`src/sv/iec_pkg.sv`:
```
`timescale 1ns / 1ps
// Shared types, codes and constants for the ICMP echo checker.
// No dependencies; every other file imports this package.
package iec_pkg;

  // Parameter defaults
  localparam int QUEUE_DEPTH_DEF = 8;
  localparam int LENGTH_BITS_DEF = 16;

  // Depth of the command queue between the front and back ends
  localparam int CMD_FIFO_DEPTH = 2;

  // Reset value of the minimum message length register
  localparam logic [7:0] MIN_HEADER_RESET = 8'd8;

  // Type/code words and message layout
  localparam logic [15:0] TC_ECHO_REQUEST = 16'h0800;
  localparam logic [15:0] TC_ECHO_REPLY   = 16'h0000;
  localparam logic [15:0] SUM_GOOD        = 16'hffff;
  localparam int          REC_BYTES       = 4 + 4 + 4;
  localparam int          OFS_TYPE_CODE   = 0;
  localparam int          OFS_CHECKSUM    = 2;
  localparam int          OFS_SEQ_HI      = 4;
  localparam int          OFS_SEQ_LO      = 6;
  localparam int          OFS_TICKS_HI    = 8;
  localparam int          OFS_TICKS_LO    = 10;

  // Input modes
  localparam logic [1:0] MODE_WORD  = 2'd0;
  localparam logic [1:0] MODE_POP   = 2'd1;
  localparam logic [1:0] MODE_CLEAR = 2'd2;
  localparam logic [1:0] MODE_NOP   = 2'd3;

  // Result status codes
  localparam logic [2:0] ST_IGNORED    = 3'd0;
  localparam logic [2:0] ST_REPLY      = 3'd1;
  localparam logic [2:0] ST_RECORDED   = 3'd2;
  localparam logic [2:0] ST_FULL_DROP  = 3'd3;
  localparam logic [2:0] ST_RECORD_OUT = 3'd4;
  localparam logic [2:0] ST_EMPTY      = 3'd5;
  localparam logic [2:0] ST_CLEARED    = 3'd6;

  typedef struct packed {
    logic [1:0]  mode;
    logic [15:0] data_word;
    logic        odd_tail;
    logic        last_word;
    logic [31:0] src_addr;
  } in_item_t;

  typedef struct packed {
    logic [2:0]  status;
    logic [15:0] reply_checksum;
    logic [31:0] rec_src;
    logic [31:0] rec_seq;
    logic [31:0] rec_ticks;
  } out_item_t;

  typedef struct packed {
    logic [31:0] src;
    logic [31:0] seq;
    logic [31:0] ticks;
  } rec_t;

  // Work handed from the front end to the back end
  typedef enum logic [1:0] {
    OP_REPORT,
    OP_PUSH,
    OP_POP,
    OP_CLEAR
  } cmd_op_t;

  typedef struct packed {
    cmd_op_t     op;
    logic [2:0]  status;
    logic [15:0] checksum;
    rec_t        rec;
  } cmd_t;

endpackage

```
`src/sv/iec_front.sv`:
```
`timescale 1ns / 1ps
// Front end: accepts input words, keeps the per-message state and
// classifies each finished message into a command. Depends on iec_pkg.
module iec_front #(
  parameter int LENGTH_BITS = iec_pkg::LENGTH_BITS_DEF
) (
  input  logic             clk,
  input  logic             rst,
  input  logic             in_valid,
  output logic             in_ready,
  input  iec_pkg::in_item_t in_data,
  input  logic [7:0]       min_header_bytes,
  output logic             cmd_valid,
  input  logic             cmd_ready,
  output iec_pkg::cmd_t    cmd_data
);
  import iec_pkg::*;

  logic [15:0]            running_sum;
  logic [LENGTH_BITS-1:0] byte_count;
  logic [15:0]            type_code_word;
  logic [15:0]            stored_checksum;
  logic [31:0]            seq_field;
  logic [31:0]            tick_field;

  logic [15:0]            running_sum_next;
  logic [LENGTH_BITS-1:0] byte_count_next;
  logic [15:0]            type_code_word_next;
  logic [15:0]            stored_checksum_next;
  logic [31:0]            seq_field_next;
  logic [31:0]            tick_field_next;

  logic                   odd_last;
  logic [15:0]            word;
  logic [16:0]            sum_raw;
  logic [LENGTH_BITS:0]   cnt_raw;
  logic [16:0]            ck_raw;
  logic [15:0]            ck_fold;
  logic                   msg_bad;
  logic                   accept;
  logic                   msg_word;

  assign in_ready = cmd_ready;
  assign accept   = in_valid && in_ready;
  assign msg_word = (in_data.mode == MODE_WORD);

  // A command goes out for every non-word mode and for each final word
  assign cmd_valid = in_valid && (!msg_word || in_data.last_word);

  always_comb begin
    odd_last = in_data.last_word && in_data.odd_tail;
    word     = odd_last ? {in_data.data_word[15:8], 8'h00} : in_data.data_word;

    // Ones-complement add with end-around carry
    sum_raw          = {1'b0, running_sum} + {1'b0, word};
    running_sum_next = sum_raw[15:0] + {15'd0, sum_raw[16]};

    // Byte count, saturating at all ones
    cnt_raw = {1'b0, byte_count} + (odd_last ? (LENGTH_BITS+1)'(1) : (LENGTH_BITS+1)'(2));
    byte_count_next = cnt_raw[LENGTH_BITS] ? '1 : cnt_raw[LENGTH_BITS-1:0];

    type_code_word_next  = type_code_word;
    stored_checksum_next = stored_checksum;
    seq_field_next       = seq_field;
    tick_field_next      = tick_field;
    if (byte_count == LENGTH_BITS'(OFS_TYPE_CODE)) begin
      type_code_word_next = word;
    end else if (byte_count == LENGTH_BITS'(OFS_CHECKSUM)) begin
      stored_checksum_next = word;
    end else if (byte_count == LENGTH_BITS'(OFS_SEQ_HI)) begin
      seq_field_next = {word, seq_field[15:0]};
    end else if (byte_count == LENGTH_BITS'(OFS_SEQ_LO)) begin
      seq_field_next = {seq_field[31:16], word};
    end else if (byte_count == LENGTH_BITS'(OFS_TICKS_HI)) begin
      tick_field_next = {word, tick_field[15:0]};
    end else if (byte_count == LENGTH_BITS'(OFS_TICKS_LO)) begin
      tick_field_next = {tick_field[31:16], word};
    end

    // Incremental update for the type change request -> reply
    ck_raw  = {1'b0, ~stored_checksum_next} + {1'b0, ~TC_ECHO_REQUEST} +
              {1'b0, TC_ECHO_REPLY};
    ck_fold = ck_raw[15:0] + {15'd0, ck_raw[16]};

    msg_bad = (byte_count_next < LENGTH_BITS'(min_header_bytes)) ||
              (type_code_word_next[7:0] != 8'h00) ||
              (running_sum_next != SUM_GOOD);

    cmd_data           = '0;
    cmd_data.op        = OP_REPORT;
    cmd_data.status    = ST_IGNORED;
    cmd_data.rec.src   = in_data.src_addr;
    cmd_data.rec.seq   = seq_field_next;
    cmd_data.rec.ticks = tick_field_next;
    unique case (in_data.mode)
      MODE_POP:   cmd_data.op = OP_POP;
      MODE_CLEAR: cmd_data.op = OP_CLEAR;
      MODE_NOP:   cmd_data.op = OP_REPORT;
      MODE_WORD: begin
        if (msg_bad) begin
          cmd_data.op = OP_REPORT;
        end else if (type_code_word_next == TC_ECHO_REQUEST) begin
          cmd_data.status   = ST_REPLY;
          cmd_data.checksum = ~ck_fold;
        end else if (type_code_word_next == TC_ECHO_REPLY &&
                     byte_count_next >= LENGTH_BITS'(REC_BYTES)) begin
          cmd_data.op = OP_PUSH;
        end
      end
      default: cmd_data.op = OP_REPORT;
    endcase
  end

  // Advance the message state; drop it after the final word
  always_ff @(posedge clk) begin
    if (rst) begin
      running_sum     <= '0;
      byte_count      <= '0;
      type_code_word  <= '0;
      stored_checksum <= '0;
      seq_field       <= '0;
      tick_field      <= '0;
    end else if (accept && msg_word) begin
      if (in_data.last_word) begin
        running_sum     <= '0;
        byte_count      <= '0;
        type_code_word  <= '0;
        stored_checksum <= '0;
        seq_field       <= '0;
        tick_field      <= '0;
      end else begin
        running_sum     <= running_sum_next;
        byte_count      <= byte_count_next;
        type_code_word  <= type_code_word_next;
        stored_checksum <= stored_checksum_next;
        seq_field       <= seq_field_next;
        tick_field      <= tick_field_next;
      end
    end
  end

endmodule

```
`config.mk`:
```
export PLATFORM = sky130hd
export DESIGN_NAME = iec_front
export DESIGN_NICKNAME = d
export VERILOG_FILES = /design/src/sv/iec_pkg.sv /design/src/sv/iec_front.sv
export SDC_FILE = /design/constraint.sdc
export NUM_CORES = 1
export LEC_CHECK = 0
export BUFFER_PORTS_ARGS = -buffer_cell sky130_fd_sc_hd__buf_2
export CAP_MARGIN = 15
export CORE_MARGIN = 5
export CORE_UTILIZATION = 45
export DETAILED_ROUTE_END_ITERATION = 10
export PLACE_DENSITY = 0.74
export REMOVE_ABC_BUFFERS = 1
export SLEW_MARGIN = 20
export SYNTH_ARGS = -nofsm -noshare
export SYNTH_HDL_FRONTEND = slang
export SYNTH_SLANG_ARGS = --single-unit
```
`constraint.sdc`:
```
create_clock -name clk -period 8.3 [get_ports clk]
set_clock_uncertainty 0.05 [all_clocks]
set_input_delay 1.66 -clock clk [delete_from_list [all_inputs] [get_ports clk]]
set_output_delay 1.66 -clock clk [all_outputs]
set_load 0.03 [all_outputs]
```
**Word-level counts from Yosys, hierarchy flattened**

Cells that the tools add are included.

- Register bits: 128
- Bits in latches: 0
- Memory bits (writable): 0
- ROM bits: 0
- Output and inout bits: 119
- Memories: 0

- $add $sub $neg: 5
- Multiply operators: 0
- Div/mod/pow operators: 0
- Order comparisons: 2
- Equal/unequal tests: 10
- Shift-type cells: 0
- Muxes and demuxes: 29
- Bitwise gates (word level): 2
- Reduce and logical (&&, ||, !) cells: 13

Operators by type and width:

| operator | count |
|---|---|
| $mux 32 | 10 |
| $mux 16 | 10 |
| $mux 17 | 3 |
| $add 16x1->16 | 2 |
| $eq 16x3->1 const B | 2 |
| $eq 16x4->1 const B | 2 |
| $logic_not 16->1 | 2 |
| $not 16->16 | 2 |
| $add 16x16->17 | 1 |
| $add 16x16->17 const B | 1 |
| $add 16x2->17 | 1 |
| $eq 16x12->1 const B | 1 |
| $eq 16x2->1 const B | 1 |
| $ge 16x4->1 const B | 1 |
| $lt 16x8->1 | 1 |
| $ne 16x16->1 const B | 1 |
| $mux 8 | 1 |
| $pmux 2 s4 | 1 |
| $reduce_bool 8->1 | 1 |
| $mux 2 | 3 |
| $logic_and 1x1->1 | 5 |
| $eq 2x2->1 const B | 2 |
| $logic_or 1x1->1 | 3 |
| $eq 2x1->1 const B | 1 |
| 3 further kinds | 3 |

**Longest topological paths before layout**

Gate-level depths: netlist (run 1).

- Word-level depth: 11
- Gate-level depth with buffers: 25
- Gate-level depth less buffers: 20

**Worst setup path after synthesis (run 1)**

No wires, ideal clock.

- Path kind: in2out
- Start point: in in_data[32] (netlist name)
- End point: out cmd_data[109] (netlist name)
- Arrival: 6.808 ns
- Data required time: 6.590 ns
- Setup slack: -0.218 ns
- Stages on the path: 20
- Path through: buf_2 buf_2 a21boi_1 xnor2_1 ha_1 a221o_1 o311ai_1 o22ai_1 nand2_1 a21boi_0 o21ai_0 nand2b_1 ha_1 nand2_1 nor4b_1 nand2_1 or4b_1 a2111o_1 nand4b_1 nor4_1

RTL lines:

| what | line | RTL |
|---|---|---|
| start, declared | iec_front.sv:11 | `input iec_pkg::in_item_t in_data,` |
| end, declared | iec_front.sv:15 | `output iec_pkg::cmd_t cmd_data` |

==> run metrics, run 1 <==
run status=finished clean; synthesized area=9320 µm²; Worst Path Max Fanout=16; crit share post-route=0.958; area post-placement=9840 µm²; IO Count=183; Setup WS post-layout=0.345 ns; FF-to-FF path depth=17; f_max=126 MHz; final setup TNS=0 ns; crit path buf inv count=6; clock latency on the worst-skew pair=0.42 ns; hold path depth=2; initial antenna violation count=4; final std cells w/o fill=1,563; Chip Width=154 µm; Worst setup SP type=input pin; syn_area_per_cell=7.49 µm²; Hold Vio Cnt, Final=0; flop-to-flop setup slack=4.37 ns; Pwr Total=1.62 mW; cts bufs inserted=17; ANT cells=0; HP Start=type_code_word[13]$_SDFFE_PP0P_; Final min period=7.96 ns; DRC=0; post-DP HPWL=20.6 mm; Clock Sink Count=128; Worst Tran Pin Value=0.974 ns; final setup fails=0; die height=154 µm; RePlAce Congestion=0.923; CP endpoint kind=output pin; reg2reg start=running_sum[5]$_SDFFE_PP0P_; number of global-route vias before repair=8,794; area grow syn2layout=13.5%; Post-Synthesis Cells=1,245; WL/cell=18.5 µm; DR vias=9,595; max_cap viols=0; Post-synth EDFFs=0; RSZ-0062 raised after global routing=false; first-pass GRT wire length=46.1 mm; DR pass1 iterations=5; Max-slew headroom=0.349; Std-Cell Rows=52; filler cell count=1,935; Die Footprint=23,700 µm²; P per Cell Area=153 nW/µm²; CP top delay family=simple AND/OR/NAND/NOR gates; CTS tree=yes; min-delay worst type=flip-flop to flip-flop; clk buf depth=2; Crit path required time=6.59 ns; FF-to-FF End=running_sum[15]$_SDFFE_PP0P_; async set-or-reset flop fraction in the synthesized netlist=0; fraction of layout cells with a size suffix above 1=0.182; largest net degree at the start of global routing=75; footprint of the multi-input gates=6080 µm²; Routed WL=28.9 mm; DRT iter0 DRCs=925; dpl cells=1,530; Register Area=2560 µm²; PortBufs=116; DRT antenna net count=0; CTS H-tree lvls=4; nets@finish=1,372; Setup CP Type=input pin to output pin; CTS Hold Buffers Added=0; Synth Flop Type=dfxtp_1; Hold Path End=type_code_word[13]$_SDFFE_PP0P_; Leakage=4.18 nW; core area=20,300 µm²; critical-path cell list=buf_2 > nand2_4 > inv_2 > buf_4 > ha_1 > inv_1 > fa_1 > nand4b_1 > nor2_1 > nand2_1 > nand2_1 > ha_1 > o21a_1 > nor2_1 > a211oi_1 > nand4bb_1 > nand4_1 > a2111o_1 > nand4b_1 > buf_6 > nor4_2 > buf_4; #FFs+latches synth=128; post-synthesis sequential area ratio=0.275; CP peak stage delay=0.43 ns; via density per instance=6.14; gr usage total=0.234; design area=10,600 µm²; Initial Util=0.459; CP arrival=6.25 ns; dpl ws=0.123 ns; max-slew violations=0; Root Driver=clkbuf_16; Yosys cell types=85; Worst-path clk slew=0.05 ns; Peak VDD IR=112 µV; synth warn=0; Overflow after GRT=0; slowest cell on the critical path=fa_1
logic make-up (layout without fill, tap and decap cells):
logic type	count (synthesis)	in the layout	share of synthesized area
compound gates	351	351	0.259
xor+xnor	58	58	0.0560
fa+ha+maj	28	28	0.0384
buf+inv	162	209	0.0823
flops	128	128	0.275
mux	33	33	0.0387
other cells	1	2	0.000402
simple gates	484	484	0.251
registers in the layout, indices dropped and copies added (netlist names):
register	flops
seq_field	32
byte_count	16
stored_checksum	16
type_code_word	16
tick_field	32
running_sum	16
layout by cell type, fill, tap and decap left out, types with 5 or more instances in the layout:
cell type  count
buf_4         32
mux2i_1        9
nand4_1       19
nor2_1       168
nor4_1        14
nand2b_1       5
o22ai_1        6
o211ai_1      10
or3_1          6
dfxtp_1      128
o31ai_1        7
nor2b_1        6
a21o_1         8
mux2_2        24
nand3_1       36
inv_1         30
buf_2        113
o211a_1        5
and2_1         5
and3_1        12
a21bo_2        5
a22oi_1      114
nor3_1        60
clkbuf_16     17
o21ai_0       64
bufinv_16      5
nand2_1      101
ha_1          27
xor2_1        23
xnor2_1       34
a211oi_1      12
a21oi_1       46
nor3b_1       12
o21ai_1        8
a31oi_1       15
where the power goes:
part	total, mW	switching, mW	internal (mW)
Combinational	0.162	0.111	0.0514
Sequential	0.619	0.00216	0.617
Clock	0.840	0.290	0.550
Total	1.62	0.403	1.22
Yosys cell counts (6+ instances only):
cell type | count | share of area
a21o_1 | 8 | 0.0064
nand3_1 | 38 | 0.020
buf_4 | 36 | 0.029
and3_1 | 12 | 0.0081
xnor2_1 | 34 | 0.032
a211oi_1 | 12 | 0.0097
o22ai_1 | 7 | 0.0047
a31oi_1 | 15 | 0.010
nor3b_1 | 12 | 0.0097
o211ai_1 | 10 | 0.0081
nor4_1 | 15 | 0.010
inv_1 | 30 | 0.012
nand4_1 | 19 | 0.013
dfxtp_1 | 128 | 0.27
o21ai_1 | 9 | 0.0048
a22oi_1 | 114 | 0.092
mux2i_1 | 9 | 0.0097
mux2_2 | 24 | 0.029
xor2_1 | 23 | 0.022
nor3_1 | 60 | 0.032
nor2_1 | 169 | 0.068
nor2b_1 | 6 | 0.0040
ha_1 | 27 | 0.036
buf_2 | 7 | 0.0038
o21ai_0 | 64 | 0.034
clkbuf_1 | 82 | 0.033
or3_1 | 6 | 0.0040
a21oi_1 | 46 | 0.025
nand2_1 | 103 | 0.041
o31ai_1 | 7 | 0.0056
area by class of cell:
class / count / area share
Multi-Input combinational cell: 956 / 0.575
Sequential cell: 128 / 0.242
Timing Repair Buffer: 146 / 0.0772
Clock buffer: 20 / 0.0432
Tap cell: 270 / 0.0319
Clock inverter: 12 / 0.0194
Inverter: 31 / 0.0110
stage by stage:
stage / hold WS, ns / utilization
after floorplan: 0.407 / -
after global routing: 0.470 / 0.521
final: 0.450 / 0.521
after CTS: 0.455 / 0.517
after detailed placement: 0.436 / 0.485
after global placement: 0.425 / 0.484
worst reg2reg max path, cell delays in order (launching register included):
cell      delay (ns)
dfxtp_1         0.58
o211ai_1        0.22
a311oi_1        0.31
a311oi_1        0.17
o22ai_2         0.26
nand2_1         0.06
a21boi_0        0.16
o21ai_0         0.10
nand2b_1        0.09
ha_1            0.20
nand2_2         0.12
nor4b_2         0.29
buf_4           0.16
nand4_1         0.17
nor4_1          0.28
xnor3_1         0.34
a22oi_1         0.18
nor2_1          0.06
repair_timing:
| item | CTS | global route |
|---|---|---|
| resized for setup | 0 | 13 |
| setup endpoints to repair | 0 | 16 |
| endpoints found under the hold margin | 0 | 0 |
| setup buffers | 0 | 1 |
layer usage:
layer / vias to the layer above / GRT usage / part of all wire
li1: 4605 / - / -
met1: 4522 / 0.303 / 0.44
met2: 396 / 0.373 / 0.45
met3: 64 / 0.0660 / 0.079
met4: 8 / 0.0795 / 0.029
met5: - / 0.00414 / 0.0015
worst max path at each step:
stage / from / end / cells after the start
after floorplan: in_data[35] / cmd_data[109] / 18
after CTS: in_data[33] / cmd_data[109] / 24
after detailed placement: in_data[33] / cmd_data[109] / 24
after global routing: in_data[33] / cmd_data[109] / 24
after global placement: in_data[33] / cmd_data[109] / 24
final: in_data[33] / cmd_data[109] / 22
Power figures use the tool's default switching activity.
==> run 2, diff against run 1 <==
Settings changed: ABC_AREA set to 1.
==> run 2 against run 1 <==
Setup slack improved by 0.34 ns; via count increased by 1.3%; wire length decreased by 4.1%; largest cell class unchanged; cell area decreased by 0.93%; critical path depth increased by 9; synthesized cell count increased by 23%; core utilization decreased by 0.49 points; sequential power about the same; sequential share of layout area increased by 0.23 points; global-route usage decreased by 0.55 points; first-iteration DRC count decreased by 3.9%; area after synthesis decreased by 0.11%.
==> run metrics, run 2 <==
Initial Util=0.459 (-0.000493); area grow syn2layout=12.5%; largest net degree at the start of global routing=123 (+64%); DRT iter0 DRCs=889 (-3.9%); CTS H-tree lvls=4 (unchanged); final setup fails=0 (unchanged); Synth area leaders=dfxtp_1 28%, nand2_1 21%, a21oi_1 7.3%; Routed WL=27.7 mm (-4.1%); largest registers=seq_field x32, tick_field x32; cts bufs inserted=17 (unchanged); Commonest cells post-synth=522 x nand2_1, 173 x inv_1, 135 x a21oi_1; CTS tree=yes; dpl cells=1,827 (+19%); via density per instance=5.23 (-15%); Final Hold Slack=0.411 ns (-0.0390 ns); P per Cell Area=156 nW/µm² (+1.9%); async set-or-reset flop fraction in the synthesized netlist=0 (unchanged); CTS Hold Buffers Added=0 (unchanged); post-CTS setup buffer count=0 (unchanged); RSZ-0062 raised after global routing=false; WL/cell=14.9 µm (-19%); Overflow after GRT=0 (unchanged); RePlAce Congestion=0.927 (+0.37%); CP peak stage delay=0.27 ns (-0.16 ns); Post-Synthesis Cells=1,527 (+23%); post-DP HPWL=19.8 mm (-4.0%); count leader, synth=nand2_1; most frequent cells in the layout=522 x nand2_1, 173 x inv_1, 135 x a21oi_1, 128 x dfxtp_1, 115 x buf_2; die height=154 µm (about the same); fraction of layout cells with a size suffix above 1=0.151 (-0.0307); CP arrival=5.90 ns (-0.35 ns); Leakage=4.89 nW (+17%); Top cell by count, worst path=nand2_1; gr usage total=0.228 (-0.00549); Worst Tran Pin Value=0.947 ns (-0.0270 ns); Synth Flop Type=dfxtp_1; Chip Width=154 µm (about the same); largest area contributor in the netlist=dfxtp_1; Worst-path clk slew=0.06 ns (about the same); synth warn=0 (unchanged); Crit path required time=6.59 ns (about the same); Worst setup SP type=input pin; synthesized area=9310 µm² (-0.11%); clk buf depth=2 (unchanged); initial antenna violation count=1 (-3); nets@finish=1,668 (+22%); most common cell after layout, fill and taps aside=nand2_1; Post-synth EDFFs=0 (unchanged); #FFs+latches synth=128 (unchanged); IO Count=183 (unchanged); Yosys cell types=51 (-40%); Pwr Total=1.64 mW (+0.96%); max_cap viols=0 (unchanged); Final min period=7.61 ns (-0.345 ns); DRC=0 (unchanged); number of global-route vias before repair=8,765 (-0.33%); min-delay worst type=flip-flop to flip-flop; final std cells w/o fill=1,859 (+19%); run status=finished clean; post-synthesis sequential area ratio=0.275 (+0.000295); Hold Vio Cnt, Final=0 (unchanged); PortBufs=116 (unchanged); f_max=131 MHz (+4.5%); max-slew violations=0 (unchanged); Root Driver=clkbuf_16; first-pass GRT wire length=44.9 mm (-2.7%); Max-slew headroom=0.364 (+0.0157); Worst Path Max Fanout=18 (+2); Die Footprint=23,700 µm² (-0.10%); CP endpoint kind=output pin; core area=20,300 µm² (unchanged); DR vias=9,718 (+1.3%); Clock Sink Count=128 (unchanged); syn_area_per_cell=6.10 µm² (-19%); Peak VDD IR=130 µV (+16%); DR pass1 iterations=8 (+3); slowest cell on the critical path=ha_1; top cell type's share of synthesized area=0.275 (+0.000295); ANT cells=0 (unchanged); DRT antenna net count=0 (unchanged); clock latency on the worst-skew pair=0.42 ns (about the same); Setup CP Type=input pin to output pin; crit share post-route=0.917 (-0.0415); Std-Cell Rows=52 (unchanged)
-- run 2: final cells by class --
type	count	area (µm²)
clock inverter	15	255
clock buffer	17	425
tap	270	338
multi-input combinational	1121	5550
timing repair buffer	124	656
fill	2054	9820
inverter	184	691
sequential	128	2560
-- run 2: path summary, 6_finish.rpt --
check / start / to / slack [ns] / cells past startpoint
setup / recovery: in_data[32] / cmd_data[98] / 0.69 / 31
hold / removal: tick_field[17]$_SDFFE_PP0P_ / tick_field[17]$_SDFFE_PP0P_ / 0.41 / 2
setup reg to reg: running_sum[1]$_SDFFE_PP0P_ / running_sum[12]$_SDFFE_PP0P_ / 4.85 / 27
hold reg to reg: tick_field[17]$_SDFFE_PP0P_ / tick_field[17]$_SDFFE_PP0P_ / 0.41 / 2
-- run 2: timing repair --
action,4_1_cts,5_1_grt
endpoints found under the setup margin,0,6
gates resized for setup,0,1
endpoints found under the hold margin,0,0
-- run 2: cells by family (layout without fill, tap and decap cells) --
group / Yosys count / after routing / share of synthesized area
AOI/OAI and AO/OA: 252 / 252 / 0.142
DFF: 128 / 128 / 0.275
xor gates and xnor gates: 22 / 22 / 0.0207
muxes: 16 / 16 / 0.0172
buffers and inverters: 279 / 340 / 0.132
adders and majority gates: 28 / 28 / 0.0384
other: 1 / 2 / 0.000403
and+or+nand+nor: 801 / 801 / 0.374
-- run 2: layer usage --
layer  global-route usage  up-vias  part of all wire
li1                     -     4921                 -
met1                0.307     4404              0.45
met2                0.362      347              0.46
met3               0.0556       44             0.077
met4               0.0681        2             0.021
met5              0.00621        -           0.00025
-- run 2: stage by stage --
step,util,setup WS (ns),area [µm²],TNS [ns]
after floorplan,-,-1.39,8780,-95.06
after global placement,0.482,0.823,9790,0
after detailed placement,0.482,0.581,9790,0
after CTS,0.516,0.566,10500,0
after global routing,0.516,0.0880,10500,0
final,0.516,0.689,10500,0
-- run 2: critical path: cells and delay by family --
family | cells | cell delay (ns)
buffers and inverters | 4 | 0.56
AOI/OAI and AO/OA | 2 | 0.32
and+or+nand+nor | 21 | 2.52
adders and majority gates | 4 | 0.79
-- run 2: power by group --
group,switching (mW),total [mW],internal [mW]
Combinational,0.104,0.140,0.0360
Clock,0.310,0.879,0.569
Sequential,0.00118,0.617,0.616
